$ cat config.mk
export PLATFORM = sky130hd
export DESIGN_NAME = mlv_mul
export DESIGN_NICKNAME = d
export VERILOG_FILES = /design/src/rtl/mlv_pkg.sv /design/src/rtl/mlv_mul.sv
export SDC_FILE = /design/constraint.sdc
export NUM_CORES = 2
export LEC_CHECK = 0
export ABC_AREA = 0
export BUFFER_PORTS_ARGS = -buffer_cell sky130_fd_sc_hd__clkbuf_2
export CAP_MARGIN = 20
export CELL_PAD_IN_SITES_DETAIL_PLACEMENT = 2
export CELL_PAD_IN_SITES_GLOBAL_PLACEMENT = 2
export CORE_MARGIN = 5
export CORE_UTILIZATION = 39
export DETAILED_ROUTE_END_ITERATION = 16
export MAX_ROUTING_LAYER = met4
export PLACE_DENSITY = 0.89
export SLEW_MARGIN = 20
export SYNTH_ARGS = -nofsm -noshare
export SYNTH_HDL_FRONTEND = slang
export SYNTH_SLANG_ARGS = --single-unit
$ cat constraint.sdc
create_clock -name clk -period 8.2 [get_ports clk]
set_input_delay 1.64 -clock clk [delete_from_list [all_inputs] [get_ports clk]]
set_output_delay 1.64 -clock clk [all_outputs]
set_load 0.02 [all_outputs]
$ cat src/rtl/mlv_pkg.sv
`timescale 1ns / 1ps

package mlv_pkg;

    // table size and register map
    localparam int TABLE_POINTS_DEF = 4;
    localparam int CFG_IDX_W = 3;
    localparam int CFG_DATA_W = 32;

    localparam logic [CFG_IDX_W-1:0] REG_POINT0 = 3'd0;
    localparam logic [CFG_IDX_W-1:0] REG_POINT1 = 3'd1;
    localparam logic [CFG_IDX_W-1:0] REG_POINT2 = 3'd2;
    localparam logic [CFG_IDX_W-1:0] REG_POINT3 = 3'd3;
    localparam logic [CFG_IDX_W-1:0] REG_COUNT  = 3'd4;
    localparam logic [CFG_IDX_W-1:0] REG_MAXD   = 3'd5;
    localparam logic [CFG_IDX_W-1:0] REG_MULT   = 3'd6;
    localparam logic [CFG_IDX_W-1:0] REG_OFFSET = 3'd7;

    localparam logic [31:0] POINT_RESET [4] = '{32'd60211, 32'd3986227,
                                                32'd26261504, 32'd65577574};
    localparam logic [2:0]  COUNT_RESET = 3'd4;
    localparam logic [15:0] MULT_RESET  = 16'd4096;

    // result status codes
    localparam logic [1:0] ST_OK   = 2'd0;
    localparam logic [1:0] ST_AMP  = 2'd1;
    localparam logic [1:0] ST_DIST = 2'd2;

    // shared multiplier and divider sizes
    localparam int MUL_W  = 33;
    localparam int PROD_W = 2 * MUL_W;
    localparam int DIV_W  = 50;
    localparam int DIV_CNT_W = 6;
    localparam int SQ_STEPS = 24;

    localparam logic signed [MUL_W-1:0] KM_PER_DEG_Q16 = 33'sd7287271;
    localparam logic signed [MUL_W-1:0] LOG10_2_Q32    = 33'sd1292913986;

    localparam logic signed [PROD_W-1:0] MAG_MAX = 66'sd524287;
    localparam logic signed [PROD_W-1:0] MAG_MIN = -66'sd524288;

    typedef enum logic [3:0] {
        S_IDLE,
        S_KM,
        S_KM_W,
        S_SEG,
        S_INTERP,
        S_INTERP_W,
        S_DIV,
        S_NORM,
        S_SQ,
        S_SQ_W,
        S_LOG,
        S_LOG_W,
        S_CORR,
        S_CORR_W,
        S_FIN
    } state_t;

    // round to nearest by 2^28, ties away from zero
    function automatic logic signed [PROD_W-1:0] round_q28(
        input logic signed [PROD_W-1:0] v
    );
        logic [PROD_W-1:0] m;
        m = v[PROD_W-1] ? -v : v;
        m = (m + (66'd1 << 27)) >> 28;
        return v[PROD_W-1] ? -$signed(m) : $signed(m);
    endfunction

endpackage

$ cat src/rtl/mlv_mul.sv
`timescale 1ns / 1ps

module mlv_mul
    import mlv_pkg::*;
(
    input  logic                     clk,
    input  logic signed [MUL_W-1:0]  a,
    input  logic signed [MUL_W-1:0]  b,
    output logic signed [PROD_W-1:0] prod
);

    logic signed [PROD_W-1:0] prod_reg;

    // one registered signed product per cycle
    always_ff @(posedge clk)
    begin
        prod_reg <= PROD_W'(a) * PROD_W'(b);
    end

    assign prod = prod_reg;

endmodule

==> reports/metrics.cfg, run 1 <==
[logic_synthesis]
synth_cell_types = 80
ys_ff_latch = 66
synth_top_cell_by_area = fa_1
yosysTopAreaCellShare_pct = 56.3
syn-num-nets = 5767
postSynthAreaPerCell_um2 = 9.39
synthesis.area_mm2 = 0.0407
ys_seq_area_share_pct = 3.24
synth_edf_count = 0
synth_area_leaders = fa_1, inv_1, and2_1, ha_1, nand2_1
synth.most_common_cell = fa_1
synthTopCellsByCount = fa_1, inv_1, and2_1
synth_cells = 4338
yosysWarnings = 0
synth_ff_type = dfxtp_1
async_reset_ff_share_pct = 0

[placement]
routabilityCongestion = 0.923
preCtsSetupSlack_ns = -2.16
portBuffers = 132
hpwl_um = 208000

[floorplanning]
ioPinCount = 133
start_util_pct = 39.3
die_h_um = 333
num_rows = 118
chipWidth_um = 333

[run_status]
stop_stage = global routing (5_1_grt)
status = stopped before the end
firstError = [ERROR GRT-0116] Global routing finished with congestion. Check the congestion regions in the DRC Viewer.

[global_routing]
grt_max_degree = 27
grt_pass1_wl_um = 561000
grt_pass1_vias = 57724
track_usage_pct = 73.4
gr-total-overflow = 522

[cts]
cts_buffer_depth = 2
cts_hold_buf = 0
htreeDepth = 3
root_buffer = clkbuf_16
cts_inserted_buffers = 9
clock-sinks = 66

## kinds of logic after synthesis
kind of cell,count (synthesis),share of synthesized area [%]
flops,66,3.24
buf+inv,1352,12.5
xor+xnor,68,1.46
compound gates,219,4.07
fa+ha+maj,1362,62.9
simple gates,1271,15.8
## what timing repair did
action | in CTS
hold endpoints to repair | 0
setup endpoints to repair | 46
cloned | 3
pin swaps | 191
setup buffers | 57
resized for setup | 556
## per-stage QoR
step	setup TNS, ns	std cells	cell area, um2
after CTS	-17.90	6247	50000
after floorplan	-0.000204	4338	40900
after detailed placement	-67.16	6176	47100
after global placement	-24.86	6176	47100
## metal layers
layer  global-route usage [%]  overflow
met1                     71.8         4
met5                        -         -
met2                     87.8       321
met4                     67.0       193
met3                     60.8         4
==> inputs of run 2 (changes only) <==
CELL_PAD_IN_SITES_DETAIL_PLACEMENT = not set   (was 2)
CELL_PAD_IN_SITES_GLOBAL_PLACEMENT = not set   (was 2)
CORE_UTILIZATION = 25   (was 39)
MAX_ROUTING_LAYER = not set   (was met4)
PLACE_DENSITY = not set   (was 0.89)
PLACE_DENSITY_LB_ADDON = 0.15   (was not set)
clock period = 10.7 ns   (was 8.2 ns; I/O delays follow)
==> run 2 against run 1 <==
The flow now finishes without violations. Synthesized cell count is the same. Synthesized area unchanged.
==> reports/metrics.cfg, run 2 <==
[job]
drv_cap = 0

[logic_synthesis]
synth_ff_type = dfxtp_1
postSynthAreaPerCell_um2 = 9.39
yosysWarnings = 0
synthesis.area_mm2 = 0.0407
synth_top_cell_by_area = fa_1
synth_cell_types = 80
async_reset_ff_share_pct = 0
ys_seq_area_share_pct = 3.24
synth_edf_count = 0
synthTopCellsByCount = fa_1, inv_1, and2_1
synth.most_common_cell = fa_1
syn-num-nets = 5767
synth_area_leaders = fa_1, inv_1, and2_1, ha_1, nand2_1
ys_ff_latch = 66
synth_cells = 4338
yosysTopAreaCellShare_pct = 56.3

[route]
topRoutingLayerUsed = met5
routedWlPerCell_um = 20.5
ant_nets = 0
via_per_inst = 4.25
dr.first_iter.drc_count = 1265
dr.pass1.iters = 5
wl_um = 135000
met1_length_um = 56300
num_vias = 28025
wl_met3_um = 4010
met2_wirelength_um = 72000
route.detailed.drc = 0

[global_routing]
track_usage_pct = 16.6
gr-total-overflow = 0
grt_antenna_before_repair = 11
grt_pass1_wl_um = 210000
grt_max_degree = 34
grt_pass1_vias = 32579

[critical_path]
cp.required_ns = 11.08
cpPeakStageDelay_ns = 0.65
path_class = in2reg
startpoint = a[24]
worstPathMaxFanout = 20
path_buf_inv = 6
critical_path_arrival_ns = 10.17
path_cells = clkbuf_2 > and2_1 > fa_1 > fa_1 > inv_1 > fa_1 > inv_1 > fa_1 > fa_1 > fa_1 > fa_1 > inv_1 > fa_1 > inv_1 > ha_1 > a21oi_1 > nand2_1 > a2111oi_0 > a21oi_1 > buf_4 > a2111o_1 > a21oi_1 > xnor2_1
crit_family = adder cells
crit_path_frequent_cell = fa_1
endpoint_kind = flop
slowest_stage = fa_1
cp-start-kind = input pin

[cells_and_area]
stdcell_count = 6601
nFillCells = 17614
final_cell_mix = fa_1, inv_1, and2_1, nand2_1, ha_1
nets = 5844
drive_above_1_share_pct = 7.69
final_common_cell = fa_1
area_growth_pct = 10.1
largest_reg_flops = 66

[floorplanning]
core_area_mm2 = 0.162
num_rows = 148
die_h_um = 414
start_util_pct = 25.1
fp.dieArea_mm2 = 0.171
ioPinCount = 133
chipWidth_um = 414

[cts]
cts_buffer_depth = 2
htreeDepth = 3
path_clk_slew_ns = 0.08
postCtsSetupRepairBufs = 0
post_cts_resized = 0
cts_inserted_buffers = 9
root_buffer = clkbuf_16
cts_hold_buf = 0
cts_tree = yes
clock-sinks = 66

[sta]
min_period_over_period_pct = 91.5
finalMaxSlewViolations = 0
grt_setup_unrepaired = false
setup_tns_ns = 0
fmax_mhz = 102
period_needed_ns = 9.79
slew_headroom_pct = 41.0
hold_violations = 0
finalSetupViolations = 0
worst_slew_pin_slew_ns = 0.885

[hold_path]
hold_start = a[0]
min_path_type = in2reg

[placement]
portBuffers = 132
routabilityCongestion = 0.835
hpwl_um = 117000
dp_cells = 6579

[run_status]
status = finished clean

[run 2: final timing paths]
path                            to  cells after the start
hold / removal     prod[0]$_DFF_P_                      3
setup / recovery  prod[53]$_DFF_P_                     23
[run 2: final cells by class]
class | count | area, um2 | area share [%]
antenna | 6 | 15.0 | 0.0335
clock buffer | 10 | 229 | 0.511
clock inverter | 6 | 91.3 | 0.204
inverter | 1131 | 4250 | 9.47
multi-input combinational | 2920 | 34300 | 76.6
sequential | 66 | 1320 | 2.95
tap | 2175 | 2720 | 6.07
timing repair buffer | 287 | 1890 | 4.21
[run 2: stage by stage]
step | worst slack (ns) | instance area (um2) | utilization [%] | hold slack (ns)
3_3_place_gp | 0.362 | 44500 | 27.4 | 2.56
3_5_place_dp | 0.395 | 44500 | 27.4 | 2.56
5_1_grt | 0.542 | 44800 | 27.6 | 2.51
4_1_cts | 0.880 | 44800 | 27.6 | 2.47
2_1_floorplan | 1.32 | 40700 | - | 2.27
6_report | 0.911 | 44800 | 27.6 | 2.53
[run 2: cells by family (layout without fill, tap and decap cells)]
logic type,Yosys count,in the layout,synth area share (%)
AO/OA/AOI/OAI,219,219,4.07
flip-flops,66,66,3.24
buffers and inverters,1352,1434,12.5
AND/OR/NAND/NOR,1271,1271,15.8
other,0,6,0
XOR/XNOR,68,68,1.46
adder cells (fa/ha/maj),1362,1362,62.9
[run 2: tightest hold or removal path, delay by kind of cell]
kind,cells,cell delay [ns]
AND/OR/NAND/NOR,1,0.19
buffers and inverters,2,0.56
[run 2: routing by layer]
layer	up-vias	GRT usage, %
met3	94	1.43
li1	12471	-
met2	409	30.6
met4	2	3.98
met1	15049	20.9
met5	-	0
Power of run 2 is not shown: default switching activity piles up to over one toggle a cycle in this logic, so the estimate is an artifact.
