[config.mk]
export PLATFORM = sky130hd
export DESIGN_NAME = mlv_div
export DESIGN_NICKNAME = d
export VERILOG_FILES = /design/src/rtl/mlv_pkg.sv /design/src/rtl/mlv_div.sv
export SDC_FILE = /design/constraint.sdc
export NUM_CORES = 1
export LEC_CHECK = 0
export BUFFER_PORTS_ARGS = -buffer_cell sky130_fd_sc_hd__clkbuf_2
export CAP_MARGIN = 10
export CORE_UTILIZATION = 37
export CTS_BUF_LIST = sky130_fd_sc_hd__clkbuf_8
export CTS_CLUSTER_SIZE = 10
export DETAILED_ROUTE_END_ITERATION = 10
export GPL_TIMING_DRIVEN = 0
export SYNTH_ARGS = -nofsm -noshare
export SYNTH_HDL_FRONTEND = slang
export SYNTH_SLANG_ARGS = --single-unit
export TNS_END_PERCENT = 1
[constraint.sdc]
create_clock -name clk -period 3.1 [get_ports clk]
set_clock_uncertainty 0.1 [all_clocks]
set_input_delay 0.775 -clock clk [delete_from_list [all_inputs] [get_ports clk]]
set_output_delay 0.775 -clock clk [all_outputs]
set_load 0.01 [all_outputs]
[src/rtl/mlv_pkg.sv]
`timescale 1ns / 1ps

package mlv_pkg;

    // table size and register map
    localparam int TABLE_POINTS_DEF = 4;
    localparam int CFG_IDX_W = 3;
    localparam int CFG_DATA_W = 32;

    localparam logic [CFG_IDX_W-1:0] REG_POINT0 = 3'd0;
    localparam logic [CFG_IDX_W-1:0] REG_POINT1 = 3'd1;
    localparam logic [CFG_IDX_W-1:0] REG_POINT2 = 3'd2;
    localparam logic [CFG_IDX_W-1:0] REG_POINT3 = 3'd3;
    localparam logic [CFG_IDX_W-1:0] REG_COUNT  = 3'd4;
    localparam logic [CFG_IDX_W-1:0] REG_MAXD   = 3'd5;
    localparam logic [CFG_IDX_W-1:0] REG_MULT   = 3'd6;
    localparam logic [CFG_IDX_W-1:0] REG_OFFSET = 3'd7;

    localparam logic [31:0] POINT_RESET [4] = '{32'd60211, 32'd3986227,
                                                32'd26261504, 32'd65577574};
    localparam logic [2:0]  COUNT_RESET = 3'd4;
    localparam logic [15:0] MULT_RESET  = 16'd4096;

    // result status codes
    localparam logic [1:0] ST_OK   = 2'd0;
    localparam logic [1:0] ST_AMP  = 2'd1;
    localparam logic [1:0] ST_DIST = 2'd2;

    // shared multiplier and divider sizes
    localparam int MUL_W  = 33;
    localparam int PROD_W = 2 * MUL_W;
    localparam int DIV_W  = 50;
    localparam int DIV_CNT_W = 6;
    localparam int SQ_STEPS = 24;

    localparam logic signed [MUL_W-1:0] KM_PER_DEG_Q16 = 33'sd7287271;
    localparam logic signed [MUL_W-1:0] LOG10_2_Q32    = 33'sd1292913986;

    localparam logic signed [PROD_W-1:0] MAG_MAX = 66'sd524287;
    localparam logic signed [PROD_W-1:0] MAG_MIN = -66'sd524288;

    typedef enum logic [3:0] {
        S_IDLE,
        S_KM,
        S_KM_W,
        S_SEG,
        S_INTERP,
        S_INTERP_W,
        S_DIV,
        S_NORM,
        S_SQ,
        S_SQ_W,
        S_LOG,
        S_LOG_W,
        S_CORR,
        S_CORR_W,
        S_FIN
    } state_t;

    // round to nearest by 2^28, ties away from zero
    function automatic logic signed [PROD_W-1:0] round_q28(
        input logic signed [PROD_W-1:0] v
    );
        logic [PROD_W-1:0] m;
        m = v[PROD_W-1] ? -v : v;
        m = (m + (66'd1 << 27)) >> 28;
        return v[PROD_W-1] ? -$signed(m) : $signed(m);
    endfunction

endpackage

[src/rtl/mlv_div.sv]
`timescale 1ns / 1ps

module mlv_div
    import mlv_pkg::*;
(
    input  logic             clk,
    input  logic             rst_n,
    input  logic             start,
    input  logic [DIV_W-1:0] dividend,
    input  logic [15:0]      divisor,
    output logic             done,
    output logic [DIV_W-1:0] quotient
);

    logic [DIV_W-1:0]     dvd_reg, dvd_next;
    logic [15:0]          rem_reg, rem_next;
    logic [15:0]          dsr_reg;
    logic [DIV_CNT_W-1:0] cnt_reg, cnt_next;
    logic                 done_reg, done_next;
    logic [16:0]          trial;
    logic                 qbit;

    // one quotient bit per cycle, restoring
    assign trial = {rem_reg, dvd_reg[DIV_W-1]};
    assign qbit  = (trial >= {1'b0, dsr_reg});

    always_comb
    begin
        dvd_next  = dvd_reg;
        rem_next  = rem_reg;
        cnt_next  = cnt_reg;
        done_next = 1'b0;
        if (cnt_reg != '0)
        begin
            dvd_next = {dvd_reg[DIV_W-2:0], qbit};
            rem_next = qbit ? 16'(trial - {1'b0, dsr_reg}) : trial[15:0];
            cnt_next = cnt_reg - 1'b1;
            done_next = (cnt_reg == DIV_CNT_W'(1));
        end
    end

    always_ff @(posedge clk or negedge rst_n)
    begin
        if (!rst_n)
        begin
            cnt_reg  <= '0;
            done_reg <= 1'b0;
        end
        else if (start)
        begin
            cnt_reg  <= DIV_CNT_W'(DIV_W);
            done_reg <= 1'b0;
        end
        else
        begin
            cnt_reg  <= cnt_next;
            done_reg <= done_next;
        end
    end

    always_ff @(posedge clk)
    begin
        if (start)
        begin
            dvd_reg <= dividend;
            rem_reg <= '0;
            dsr_reg <= divisor;
        end
        else
        begin
            dvd_reg <= dvd_next;
            rem_reg <= rem_next;
        end
    end

    assign done     = done_reg;
    assign quotient = dvd_reg;

endmodule

==> results of run 1 <==
-- layout make-up --
| cell class | count | share of cell area |
|---|---|---|
| flip-flops and latches | 89 | 0.457 |
| multi-input cells | 235 | 0.337 |
| repair buffers | 120 | 0.113 |
| well taps | 143 | 0.0330 |
| clock buffers | 9 | 0.0228 |
| inverters | 21 | 0.0145 |
| clock inverters | 7 | 0.0131 |
| plain buffers | 13 | 0.00969 |
-- placed cells by master (no fill, tap or decap), drive strengths merged, types with 3 or more instances in the layout --
| master | instances |
|---|---|
| a311oi | 6 |
| buf | 4 |
| xnor2 | 8 |
| nand2 | 34 |
| a211oi | 3 |
| nor2b | 3 |
| nand3 | 17 |
| o21a | 6 |
| a21oi | 17 |
| mux2 | 50 |
| inv | 25 |
| dfrtp | 7 |
| clkbuf | 138 |
| o311ai | 4 |
| nor3b | 3 |
| o31ai | 4 |
| xor2 | 6 |
| ha | 18 |
| nor4 | 3 |
| edfxtp | 66 |
| dfxtp | 16 |
| nor2 | 17 |
| a32oi | 3 |
| o21ai | 10 |
-- metal layers --
metal  vias up  part of all wire  global-route usage
met4         0             0.019              0.0631
met1      1552              0.45               0.217
met3        13             0.090              0.0708
met2       118              0.44               0.272
met5         -                 0                   0
li1       1595                 -                   -
-- cells by family after synthesis --
family          count (synthesis)  synth area share
simple gates                   87            0.0925
buf+inv                        34            0.0296
mux                            50             0.127
flops                          89             0.559
fa+ha+maj                      19            0.0553
compound gates                 65             0.109
xor+xnor                       14            0.0276
-- metrics by stage --
step | util | instance area [um^2]
after floorplan | - | 4440
after global placement | 0.451 | 5210
after detailed placement | 0.452 | 5230
after CTS | 0.469 | 5430
after global routing | 0.469 | 5430
final | 0.469 | 5430
-- synthesized netlist by cell type, types with 4 or more instances --
master / instances
dfxtp_1: 16
nand3_1: 17
a21oi_1: 16
nor2_1: 17
ha_1: 18
xnor2_1: 8
o21a_1: 6
mux2_2: 50
nand2_1: 34
xor2_1: 6
a311oi_1: 6
o31ai_1: 4
clkbuf_1: 10
dfrtp_1: 7
inv_1: 21
o21ai_0: 10
edfxtp_1: 66
-- path summary, 6_finish.rpt --
path                       slack, ps                      from                       end  cells past startpoint
min in group clk                 390  rem_reg[15]$_SDFFE_PP0P_  rem_reg[15]$_SDFFE_PP0P_                      2
setup / recovery                 220    cnt_reg[2]$_DFFE_PN0P_    quotient[15]$_DFFE_PP_                      5
max in group asynchronous       2600                     rst_n    cnt_reg[0]$_DFFE_PN0P_                      1
setup reg to reg                 220    cnt_reg[2]$_DFFE_PN0P_    quotient[15]$_DFFE_PP_                      5
hold reg to reg                  390  rem_reg[15]$_SDFFE_PP0P_  rem_reg[15]$_SDFFE_PP0P_                      2
hold / removal                   120                     rst_n    cnt_reg[5]$_DFFE_PN0P_                      1
-- worst max-delay path: cells and delay by family (launching register included) --
family	cells	cell delay (ps)
DFF	1	440
and+or+nand+nor	3	1520
buffers and inverters	2	520
-- report_power, final --
part | switching, mW | leakage [nW] | internal (mW) | total (mW)
sequential | 0.136 | 0.900 | 1.49 | 1.63
clock | 0.430 | 0.103 | 0.374 | 0.804
combinational | 0.760 | 1.37 | 0.574 | 1.33
total | 1.33 | 2.37 | 2.44 | 3.77
==> run metrics, run 1 <==
outcome=finished with violations; failing checks=DRC; latest clock arrival within the worst-skew pair=370 ps; cts hold-fix bufs=0; final setup margin=224 ps; slew margin rel.=0.509; Root Buffer=clkbuf_8; final hold slack=123 ps; Final Total Pwr=3.77 mW; drt pass-1 iters=7; first-pass GRT wire length=16900 um; Vias/cell=5.15; I/O pin cnt=120; min cycle time layout=2880 ps; Ant. Diodes=0; CTS tree=done; Final Cycle Share=0.928; setup slack at placement=76.9 ps; Max-cap violations=0; max reg flops=50; main area contributors after synthesis=edfxtp_1 (45%), mux2_2 (13%), dfxtp_1 (7.2%); Cell Count, Final, Fillers Out=637; critical path class=reg2reg; DR iter-0 viols=198; core box area=0.0116 mm^2; Cell Pwr Density=694 mW/mm^2; Syn-to-layout area delta=22.3%; critical path peak fanout=43; FF+latch area=0.00248 mm^2; fin. max-slew vios=0; # fillers=1091; synthesized area=0.00444 mm^2; clock transition at the registers of the reported paths=90 ps; HP Class=in2async; routed len/inst=15.9 um; Post-CTS Resized=0; vias in the first global route=3393; CP peak stage delay=660 ps; Synth Flop Type=edfxtp_1; Die Width=111 um; footprint of the multi-input gates=0.00183 mm^2; RSZ-0062 raised after global routing=no; Nets=577; Fmax=348 MHz; clk buf depth=2; DP HPWL=7440 um; die extent in y=111 um; async set-reset flop share out of synthesis=0.0787; Fin. Hold Viols=0; Post-route DRC=4; Slowest cell on crit path=nor4_1; CP endpoint kind=register; vias=3278; Congestion Overflow GR=0; Cells after Synth=358; synthesized net count=446; CTS Sinks=89; CP required=3110 ps; Max rail drop VDD=0.000329 V; Setup Total Neg Slack=0 ps; CTS Buf Count=9; YS warnings=0; all-layer global routing usage=0.174; Mean Syn Cell Area=12.4 um^2; post-route ant nets=0; Worst Path Arrival=2880 ps; Yosys top cell by area=edfxtp_1; Startpoint Class=register; register area share after synthesis=0.559; htree depth=3; largest net degree at the start of global routing=44; Setup Buffers After CTS=0; synthesis-stage register bit count=89; EDFF count, synth=66; initial core utilization=0.384; # rows=39; port bufs=119; die area=0.0124 mm^2; Yosys cell types=42; Post-Place Cells=621; routed wire length=10100 um; Slew @ Worst Pin=730 ps; worst path cell trace=nor4_1 -> nand2_1 -> nor2_1 -> inv_2 -> buf_12; Pleak=2.37 nW; final setup vio count=0; initial antenna violation count=0; post-synth top area share=0.447; share of layout cells above drive strength 1=0.391; Final GP Congestion=0.814
Note: power is estimated with default switching activity, not from simulation.
==> run 2, diff against run 1 <==
- clock period: 3.1 -> 2.65 ns (I/O delays scaled with it)
==> run 2 against run 1 <==
- the run still ends with DRC left
- flip-flop and latch count did not move
- non-clock buffer count rose by 3
- clock-buffer cell count did not move
- global-route usage barely moved
- final area rose by 1.2%
- critical path depth rose by 4
- final cell count rose by 0.47%
- largest cell class unchanged
- critical endpoint is now rem_reg[5]$_SDFFE_PP0P_
==> run metrics, run 2 (synthesis results as in run 1) <==
slew margin rel.=0.596 (+0.0872); Nets=580 (+0.52%); Root Buffer=clkbuf_8; CTS tree=done; DP Area=0.00523 mm^2 (unchanged); met1 usage=0.217 (+0.000349); routed wire length=10200 um (+0.24%); GR Layer Usage met2=0.272 (unchanged); Slew @ Worst Pin=606 ps (-124 ps); Cell Pwr Density=817 mW/mm^2 (+18%); largest net degree at the start of global routing=44 (unchanged); Fin. Hold Viols=0 (unchanged); CTS Sinks=89 (unchanged); CP peak stage delay=410 ps (-250 ps); setup slack at placement=-261 ps (-337 ps); critical path peak fanout=6 (-86%); Max-cap violations=0 (unchanged); final design instance area without fill=0.00549 mm^2 (+1.2%); GRT busiest layer=met2; max reg flops=50 (unchanged); Final Cycle Share=0.975 (+0.0466); final setup margin=67.5 ps (-156 ps); HP Class=in2reg; Worst Path Arrival=2770 ps (-110 ps); Post-Place Cells=621 (unchanged); commonest non-fill, non-tap cell in the layout=clkbuf_2; Vias/cell=5.17 (+0.41%); final hold slack=364 ps (+241 ps); buffers plus inverters on the worst setup path=1 (-1); CP endpoint kind=register; Final GP Congestion=0.814 (unchanged); drt pass-1 iters=8 (+1); initial antenna violation count=0 (unchanged); Final Total Pwr=4.48 mW (+19%); latest clock arrival within the worst-skew pair=370 ps (about the same); die extent in y=111 um (unchanged); clock transition at the registers of the reported paths=90 ps (about the same); # rows=39 (unchanged); outcome=finished with violations; Post-route DRC=4 (unchanged); CTS Buf Count=9 (unchanged); worst hold path stage count=1; post-route ant nets=0 (unchanged); DR iter-0 viols=170 (-14%); most frequent cells in the layout=clkbuf_2 (119), edfxtp_1 (66), mux2_2 (50); Worst R2R Setup Slack=70 ps (-160 ps); Hold Crit Start=divisor[12]; clk buf depth=2 (unchanged); die area=0.0124 mm^2 (unchanged); Startpoint Class=register; Ant. Diodes=0 (unchanged); Pleak=2.40 nW (+1.2%); worst path cell trace=inv_1 -> ha_1 -> nand3_1 -> o21bai_4 -> a21oi_2 -> nor2_2 -> o41a_4 -> or3_1 -> a311oi_1; vias in the first global route=3394 (+0.029%); FF+latch area=0.00248 mm^2 (unchanged); core box area=0.0116 mm^2 (unchanged); final setup vio count=0 (unchanged); Slowest cell on crit path=o41a_4; Reg-to-Reg Start=dsr_reg[2]$_DFFE_PP_; port bufs=119 (unchanged); CP required=2830 ps (-280 ps); critical path class=reg2reg; Min-Delay Endpoint=dsr_reg[12]$_DFFE_PP_; Crit Reg-Reg Endpoint=rem_reg[5]$_SDFFE_PP0P_; Max rail drop VDD=0.000385 V (+17%); Cell Count, Final, Fillers Out=640 (+0.47%); RSZ-0062 raised after global routing=yes; I/O pin cnt=120 (unchanged); all-layer global routing usage=0.174 (about the same); vias=3307 (+0.88%); htree depth=3 (unchanged); Critical Path Stages=9 (+4); footprint of the multi-input gates=0.00186 mm^2 (+2.1%); fin. max-slew vios=0 (unchanged); Crit path max-delay family=compound AO/OA/AOI/OAI gates; met3 usage=0.0708 (unchanged); initial core utilization=0.384 (unchanged); Congestion Overflow GR=0 (unchanged); Fmax=387 MHz (+11%); share of layout cells above drive strength 1=0.410 (+0.0198); routed len/inst=15.9 um (-0.23%); Worst R2R Path Depth=9 (+4); first-pass GRT wire length=16900 um (+0.12%); failing checks=DRC; min cycle time layout=2580 ps (-294 ps); Syn-to-layout area delta=23.8%; # fillers=1090 (-0.092%); Die Width=111 um (unchanged); DP HPWL=7440 um (unchanged)
## run 2: cell type report
class / count / area share
Buffer: 13 / 0.0100
Clock buffer: 9 / 0.0226
Clock inverter: 7 / 0.0130
Inverter: 21 / 0.0144
Multi-Input combinational cell: 235 / 0.340
Sequential cell: 89 / 0.451
Tap cell: 143 / 0.0326
Timing Repair Buffer: 123 / 0.117
## run 2: through the flow
| stage | util | setup TNS (ps) |
|---|---|---|
| 6_report | 0.475 | 0 |
| 5_1_grt | 0.475 | -178 |
| 4_1_cts | 0.470 | -17.6 |
| 3_5_place_dp | 0.452 | -18650 |
| 3_3_place_gp | 0.451 | -61930 |
| 2_1_floorplan | - | 0 |
## run 2: metal layers
| metal | routed length [um] | vias to the layer above |
|---|---|---|
| li1 | - | 1603 |
| met1 | 4560 | 1572 |
| met2 | 4540 | 117 |
| met3 | 870 | 15 |
| met4 | 194 | 0 |
| met5 | 0 | - |
## run 2: power by group
group	internal [mW]	total (mW)	switching [mW]	leakage (nW)
combinational	0.724	1.64	0.913	1.40
clock	0.438	0.942	0.504	0.103
sequential	1.75	1.91	0.160	0.900
total	2.91	4.48	1.58	2.40
## run 2: worst reg2reg max path, stage by stage (launching register included)
cell and delay, ps:
edfxtp_1 340, inv_1 50, ha_1 380, nand3_1 130
o21bai_4 210, a21oi_2 150, nor2_2 90, o41a_4 410
or3_1 390, a311oi_1 250
## run 2: timing repair
item                                    in CTS  in global routing
gates resized for setup                      2                  8
endpoints found under the hold margin        0                  2
pin swaps                                    0                  1
endpoints found under the setup margin      48                 55
hold buffers                                 0                  1
setup buffers                                0                  2
## run 2: worst max path at each step
| stage | startpoint | end | slack (ps) |
|---|---|---|---|
| after global routing | dsr_reg[8]$_DFFE_PP_ | rem_reg[5]$_SDFFE_PP0P_ | -80 |
| after floorplan | cnt_reg[2]$_DFFE_PN0P_ | quotient[0]$_DFFE_PP_ | 60 |
| after global placement | start | quotient[15]$_DFFE_PP_ | -1140 |
| after detailed placement | start | quotient[15]$_DFFE_PP_ | -260 |
| final | dsr_reg[2]$_DFFE_PP_ | rem_reg[5]$_SDFFE_PP0P_ | 70 |
| after CTS | dsr_reg[1]$_DFFE_PP_ | rem_reg[7]$_SDFFE_PP0P_ | -20 |
==> run 3, diff against run 2 <==
- CORE_ASPECT_RATIO: unset -> 0.6
- CORE_MARGIN: unset -> 3
- clock period: 2.65 -> 2.55 ns (I/O delays scaled with it)
==> run 3 against run 2 <==
- the run ends with setup timing left
- wire length increased by 10%
- critical path depth increased by 1
- clock-buffer cell count increased by 1
- via count increased by 1.3%
- non-clock buffer count increased by 9
- total power increased by 9.9%
- fmax about the same
- first-iteration DRC count increased by 28%
- highest routed layer unchanged
==> run metrics, run 3 (synthesis results as in run 1) <==
critical path peak fanout=3 (-3); worst path cell trace=inv_2 -> ha_4 -> fa_2 -> nand2b_4 -> a211oi_2 -> o21a_1 -> o21a_1 -> nor3_2 -> or4b_1 -> nand2_1; DP Area=0.00524 mm^2 (+0.24%); # fillers=1078 (-1.1%); footprint of the multi-input gates=0.00200 mm^2 (+7.2%); Startpoint Class=register; initial antenna violation count=0 (unchanged); Setup Total Neg Slack=-44.0 ps (-44.0 ps); Max rail drop VDD=0.000373 V (-3.1%); share of layout cells above drive strength 1=0.472 (+0.0610); final hold slack=343 ps (-21.1 ps); Syn-to-layout area delta=29.8%; CP peak stage delay=530 ps (+120 ps); max reg flops=50 (unchanged); die extent in y=90.8 um (-19%); cell mode on critical path=o21a_1; Root Buffer=clkbuf_8; Final Cycle Share=1.01 (+0.0390); Slowest cell on crit path=or4b_1; DR iter-0 viols=218 (+28%); Worst R2R Setup Slack=-30 ps (-100 ps); Fin. Hold Viols=0 (unchanged); CP required=2750 ps (-80 ps); latest clock arrival within the worst-skew pair=360 ps (about the same); largest net degree at the start of global routing=18 (-59%); final setup margin=-34.5 ps (-102 ps); Fmax=387 MHz (about the same); clk buf depth=2 (unchanged); Cell Pwr Density=856 mW/mm^2 (+4.8%); CTS Sinks=89 (unchanged); Die Width=147 um (+32%); Vias/cell=5.01 (-3.1%); all-layer global routing usage=0.170 (-0.00401); post-route ant nets=0 (unchanged); final setup vio count=2 (+2); HP Class=in2reg; RSZ-0062 raised after global routing=yes; slew margin rel.=0.576 (-0.0196); drt pass-1 iters=5 (-3); Slew @ Worst Pin=636 ps (+29.4 ps); FF+latch area=0.00248 mm^2 (unchanged); Nets=592 (+2.1%); CP endpoint kind=register; CTS tree=done; core box area=0.0115 mm^2 (-0.68%); Pleak=2.45 nW (+2.2%); vias=3351 (+1.3%); I/O pin cnt=120 (unchanged); die area=0.0134 mm^2 (+7.7%); routed wire length=11200 um (+10%); clock transition at the registers of the reported paths=90 ps (about the same); critical path class=reg2reg; routed len/inst=16.8 um (+5.5%); Post-route DRC=0 (-4); buffers plus inverters on the worst setup path=1 (unchanged); # rows=30 (-23%); vias in the first global route=3325 (-2.0%); first-pass GRT wire length=17900 um (+6.3%); outcome=finished with violations; DP HPWL=8010 um (+7.6%); CTS Buf Count=9 (unchanged); Crit path max-delay family=simple AND/OR/NAND/NOR gates; initial core utilization=0.386 (+0.00263); Ant. Diodes=0 (unchanged); most frequent cells in the layout=clkbuf_2 (121), edfxtp_1 (66), mux2_2 (50); Congestion Overflow GR=0 (unchanged); port bufs=119 (unchanged); min cycle time layout=2580 ps (+2.03 ps); final design instance area without fill=0.00576 mm^2 (+4.9%); htree depth=3 (unchanged); commonest non-fill, non-tap cell in the layout=clkbuf_2; Max-cap violations=0 (unchanged); Worst Path Arrival=2790 ps (+20 ps); failing checks=setup timing; fin. max-slew vios=0 (unchanged); Final GP Congestion=0.879 (+8.0%)
[run 3: cell type report]
cell class                 instances  area share
timing repair inverter             3     0.00391
buffer                            13      0.0111
inverter                          21      0.0143
multi-input combinational        235       0.347
timing repair buffer             132       0.123
tap                              160      0.0348
clock buffer                      10      0.0239
sequential                        89       0.430
clock inverter                     6      0.0115
[run 3: per-stage QoR]
stage / utilization / instances / worst slack [ps] / total power, mW
3_5_place_dp: 0.456 / 637 / -862 / 3.65
2_1_floorplan: - / 358 / 70.9 / 3.15
3_3_place_gp: 0.456 / 637 / -801 / 3.61
4_1_cts: 0.483 / 662 / -157 / 4.68
5_1_grt: 0.501 / 669 / -155 / 5.24
6_report: 0.501 / 669 / -34.5 / 4.93
[run 3: timing repair]
| action | CTS | global route |
|---|---|---|
| hold buffers | 1 | 0 |
| pin swaps | 1 | 8 |
| buffers inserted | 5 | 7 |
| endpoints found under the setup margin | 63 | 46 |
| cloned | 3 | 0 |
| endpoints found under the hold margin | 7 | 0 |
| gates resized for setup | 6 | 42 |
[run 3: path summary, 6_finish.rpt]
check | cells past startpoint | start | end
min in group asynchronous | 2 | rst_n | cnt_reg[2]$_DFFE_PN0P_
min reg2reg | 2 | rem_reg[15]$_SDFFE_PP0P_ | rem_reg[15]$_SDFFE_PP0P_
max | 10 | quotient[49]$_DFFE_PP_ | rem_reg[14]$_SDFFE_PP0P_
min | 1 | divisor[3] | dsr_reg[3]$_DFFE_PP_
max in group asynchronous | 2 | rst_n | cnt_reg[1]$_DFFE_PN0P_
max reg2reg | 10 | quotient[49]$_DFFE_PP_ | rem_reg[14]$_SDFFE_PP0P_
[run 3: per-layer routing]
layer,share of wire,wire (um),global-route usage
met3,0.060,672,0.0486
met1,0.51,5730,0.261
met2,0.41,4610,0.230
met5,0,0,0
met4,0.017,195,0.0496
[run 3: where the power goes]
part           leakage, nW  internal (mW)  switching, mW  total, mW
Clock                0.101          0.483          0.524       1.01
Combinational         1.45          0.873           1.06       1.94
Sequential           0.900           1.81          0.172       1.99
Total                 2.45           3.17           1.76       4.93
